**src/rtl/lz77twd_pkg.sv**
```systemverilog
`default_nettype none
// ----------------------------------------------------------------------------
// lz77twd_pkg
// Shared types, constants and helpers of the LZ77 triplet window decoder.
// ----------------------------------------------------------------------------
package lz77twd_pkg;

    localparam int WINDOW_DEPTH_DEF = 65536;
    localparam int RUN_MAX_DEF      = 64;

    localparam int SYM_W = 8;
    localparam int LEN_W = 32;
    localparam int OFF_W = 16;
    localparam int ERR_W = 2;

    // length symbol that carries on into the next symbol
    localparam logic [SYM_W-1:0] SYM_RUN = 8'hFF;

    typedef enum logic [2:0] {
        PH_LITLEN,
        PH_LIT,
        PH_MATCHLEN,
        PH_OFFHI,
        PH_OFFLO
    } t_phase;

    typedef enum logic [ERR_W-1:0] {
        ERR_NONE,
        ERR_OFFSET,
        ERR_FORMAT
    } t_err;

    typedef enum logic {
        CMD_SYMBOL,
        CMD_CONTINUE
    } t_cmd;

    typedef enum logic [2:0] {
        S_IDLE,
        S_LITSUM,
        S_PREP,
        S_COPY_RD,
        S_COPY_WR,
        S_STAT
    } t_ctrl_state;

    typedef struct packed {
        logic accept;
        logic lit_sum;
        logic prep;
        logic copy_rd;
        logic copy_wr;
        logic stat;
    } t_dp_cmd;

    typedef struct packed {
        logic out_free;
        logic go_prep;
        logic go_litsum;
        logic copy_nonzero;
        logic run_last;
    } t_dp_stat;

    function automatic logic [LEN_W-1:0] sat_add32(input logic [LEN_W-1:0] a,
                                                   input logic [LEN_W-1:0] b);
        logic [LEN_W:0] s;
        s = {1'b0, a} + {1'b0, b};
        return s[LEN_W] ? '1 : s[LEN_W-1:0];
    endfunction

endpackage
`default_nettype wire

```
**src/rtl/lz77twd_ctrl.sv**
```systemverilog
`default_nettype none
// ----------------------------------------------------------------------------
// lz77twd_ctrl
// Sequencer: takes requests, steps match copies through the history RAM.
// ----------------------------------------------------------------------------
module lz77twd_ctrl (
    input  logic                  i_clk,
    input  logic                  i_rst_n,
    input  logic                  i_in_valid,
    input  lz77twd_pkg::t_dp_stat i_stat,
    output logic                  o_in_ready,
    output lz77twd_pkg::t_dp_cmd  o_cmd
);
    import lz77twd_pkg::*;

    t_ctrl_state r_state;
    t_ctrl_state n_state;

    always_ff @(posedge i_clk) begin
        if (!i_rst_n) begin
            r_state <= S_IDLE;
        end else begin
            r_state <= n_state;
        end
    end

    always_comb begin
        n_state = r_state;
        case (r_state)
            S_IDLE: begin
                if (i_in_valid && i_stat.out_free) begin
                    if (i_stat.go_prep) begin
                        n_state = S_PREP;
                    end else if (i_stat.go_litsum) begin
                        n_state = S_LITSUM;
                    end
                end
            end
            S_LITSUM: begin
                n_state = S_IDLE;
            end
            S_PREP: begin
                n_state = i_stat.copy_nonzero ? S_COPY_RD : S_STAT;
            end
            S_COPY_RD: begin
                n_state = S_COPY_WR;
            end
            S_COPY_WR: begin
                if (i_stat.out_free) begin
                    n_state = i_stat.run_last ? S_IDLE : S_COPY_RD;
                end
            end
            S_STAT: begin
                if (i_stat.out_free) begin
                    n_state = S_IDLE;
                end
            end
            default: begin
                n_state = S_IDLE;
            end
        endcase
    end

    always_comb begin
        o_cmd      = '0;
        o_in_ready = 1'b0;
        case (r_state)
            S_IDLE: begin
                o_in_ready   = i_stat.out_free;
                o_cmd.accept = i_in_valid && i_stat.out_free;
            end
            S_LITSUM: begin
                o_cmd.lit_sum = 1'b1;
            end
            S_PREP: begin
                o_cmd.prep = 1'b1;
            end
            S_COPY_RD: begin
                o_cmd.copy_rd = 1'b1;
            end
            S_COPY_WR: begin
                o_cmd.copy_wr = i_stat.out_free;
            end
            S_STAT: begin
                o_cmd.stat = i_stat.out_free;
            end
            default: begin
                o_cmd = '0;
            end
        endcase
    end
endmodule
`default_nettype wire

```
**config.mk**
```make
export PLATFORM = sky130hd
export DESIGN_NAME = lz77twd_ctrl
export DESIGN_NICKNAME = d
export VERILOG_FILES = /design/src/rtl/lz77twd_pkg.sv /design/src/rtl/lz77twd_ctrl.sv
export SDC_FILE = /design/constraint.sdc
export NUM_CORES = 1
export LEC_CHECK = 0
export BUFFER_PORTS_ARGS = -buffer_cell sky130_fd_sc_hd__buf_4
export CAP_MARGIN = 20
export CORE_AREA = 3 3 40 42
export DETAILED_ROUTE_END_ITERATION = 10
export DIE_AREA = 0 0 43 45
export PLACE_DENSITY_LB_ADDON = 0.15
export SYNTH_ARGS = -nofsm -noshare
export SYNTH_HDL_FRONTEND = slang
export SYNTH_SLANG_ARGS = --single-unit
```
**constraint.sdc**
```tcl
create_clock -name i_clk -period 2.4 [get_ports i_clk]
set_clock_uncertainty 0.05 [all_clocks]
set_input_delay 0.12 -clock i_clk [delete_from_list [all_inputs] [get_ports i_clk]]
set_output_delay 0.12 -clock i_clk [all_outputs]
set_load 0.05 [all_outputs]
```
==> flow_summary.yaml <==
run_status:
  status: "finished, final reports clean"
drt:
  wire_per_inst_um: 11.2
  antenna_left: 0
  via_per_inst: 4.55
  drt_iter0_markers: 4
  wl_um: 727
  vias: 296
  dr.pass1.iters: 2
  drc_errors: 0
global_routing:
  overflow: 0
  grt_pass1_wl_um: 1250
  track_usage_pct: 8.98
  antenna_found_initial: 0
  grt_pass1_vias: 304
  grt_max_degree: 13
synth:
  yosysTopAreaCell: "dfxtp_1"
  synthFlopType: "dfxtp_1"
  synth_cell_type_count: 23
  yosys-top-cells-area: "dfxtp_1 (21%), o221a_4 (7.1%), nand2b_1 (6.7%), nor3_1 (5.4%), a2111oi_2 (5.4%)"
  syn_inst: 34
  ys_seq_elements: 3
  syn-num-nets: 42
  avgSynthCellArea_um2: 8.24
  synth_top_cell_area_share_pct: 21.4
  yosys_warnings: 0
  yosysSeqAreaShare_pct: 21.4
  synth_edf_count: 0
  syn_area_um2: 280
  synthArstFlopShare_pct: 0
sta:
  fin_crit_ps: 1560
  rsz0062_at_grt: "false"
  drv_slew: 0
  worst_pin_slew_ps: 427
  fmax_mhz: 642
  setup_viol: 0
  slew_headroom_pct: 71.5
  hold_violations: 0
  fin_crit_sh_pct: 64.9
  setup_tns_ps: 0
  hold_ws_ps: 67.1
hold_path:
  min_path_type: "in2reg"
  worstHoldStart: "i_rst_n"
  worstHoldPathCells: 2
  whs_endpoint: "r_state[2]"
clocking:
  post-cts-setup-buffers: 0
  cts_root_buf: "clkbuf_4"
  clk_latency_ps: 230
  cts_hold_buf: 0
  cts_buffers: 3
  cts_resized: 0
  clk_path_buf_depth: 2
  cts_tree: "yes"
  clkTransAtPathRegs_ps: 40
  htree_levels: 1
  cts.sinks: 3
layout:
  multi_input_area_um2: 194
  regMostFlops: "r_state"
  syn_to_final_growth_pct: 46.9
  layout.nets: 59
  drive_gt1_share_pct: 44.0
  final-seq-area_um2: 60.1
  diodes: 0
  largest_register_ffs: 3
  reg.largest.list: "r_state x3"
  fillers: 141
critical_path:
  cp.arrival_ps: 1390
  worst-r2r-setup-slack_ps: 1090
  r2r_start: "r_state[2]"
  worstPathMaxFanout: 12
  r2r_cells: 3
  endpoint_kind: "output port"
  cp-start-kind: "register"
  r2r-end: "r_state[0]"
  required_ps: 2230
  path_class: "reg2out"
placement:
  portBuffers: 14
  globalplace.congestion: 0.709
  hpwl_um: 575
floorplanning:
  core_area_um2: 1280
  die_width_um: 43
  io-pin-count: 15
  initial_utilization_pct: 21.8
  design.die.area_um2: 1940
  rows: 13
  die_h_um: 45
pwr:
  p_leak_nw: 0.188
  ir_worst_vdd_mv: 0.101
  p_per_area_nw_per_um2: 489
job:
  drv_cap: 0
-- cells in the mapped netlist, types with 2 or more instances --
cell and number:
dfxtp_1 3, inv_1 2, nand2_1 2, nand2b_1 3, nor2_1 4, nor3_1 3
-- where the power goes --
part           switching (mW)  internal, mW
Sequential            0.00429        0.0520
Clock                  0.0269        0.0624
Combinational          0.0321        0.0237
Total                  0.0632         0.138
-- metal layers --
metal	global-route usage [%]	routed length [µm]	vias to the layer above
met2	12.3	306	13
met5	0	0	-
li1	-	-	153
met4	7.23	7	0
met3	2.79	68	2
met1	11.5	345	128
-- final cells by class --
type / instances / share of cell area, %
Tap cell: 15 / 4.56
Sequential cell: 3 / 14.6
Clock buffer: 4 / 6.38
Multi-Input combinational cell: 27 / 47.1
Inverter: 2 / 1.82
Timing Repair Buffer: 14 / 25.5
-- worst max-delay path, cell delays in order, from the launching register on --
cell     delay, ps
dfxtp_1        570
and2b_2        230
and3_1         160
buf_4          190
-- kinds of logic (layout without fill, tap and decap cells) --
logic type             Yosys count  after routing  share of synthesized area [%]
AO/OA/AOI/OAI                    8              8                           28.6
AND/OR/NAND/NOR                 19             19                           40.6
flip-flops                       3              3                           21.4
buffers and inverters            4             20                           9.38
-- worst max-delay path by stage --
stage	cells past startpoint	end	from
final	3	o_cmd[0]	r_state[2]
after global routing	3	o_cmd[0]	r_state[1]
after CTS	3	o_cmd[0]	r_state[1]
after detailed placement	3	r_state[0]	r_state[2]
after global placement	3	o_cmd[0]	r_state[1]
after floorplan	2	o_cmd[5]	r_state[2]
-- cells in the final DEF (no fill, tap or decap), drive strengths merged --
cell,instances
clkbuf,4
nand2,2
o31ai,2
and3,1
nor3,3
a21oi,1
o21ai,1
buf,14
nor2b,1
nor2,4
dfxtp,3
nor4,1
nand2b,4
a2111oi,1
o221a,1
inv,2
and2b,2
nand4b,1
o21a,1
o211ai,1
-- metrics by stage --
step                      cells  worst slack (ps)  util, %  power, mW  cell area, µm²
after floorplan              34               210        -     0.0934             280
after global placement       61              1110     30.0      0.113             385
after detailed placement     61              1090     30.0      0.113             385
after CTS                    65               832     32.0      0.207             412
after global routing         65               767     32.0      0.211             412
final                        65               843     32.0      0.201             412
Power figures use the tool's default switching activity.
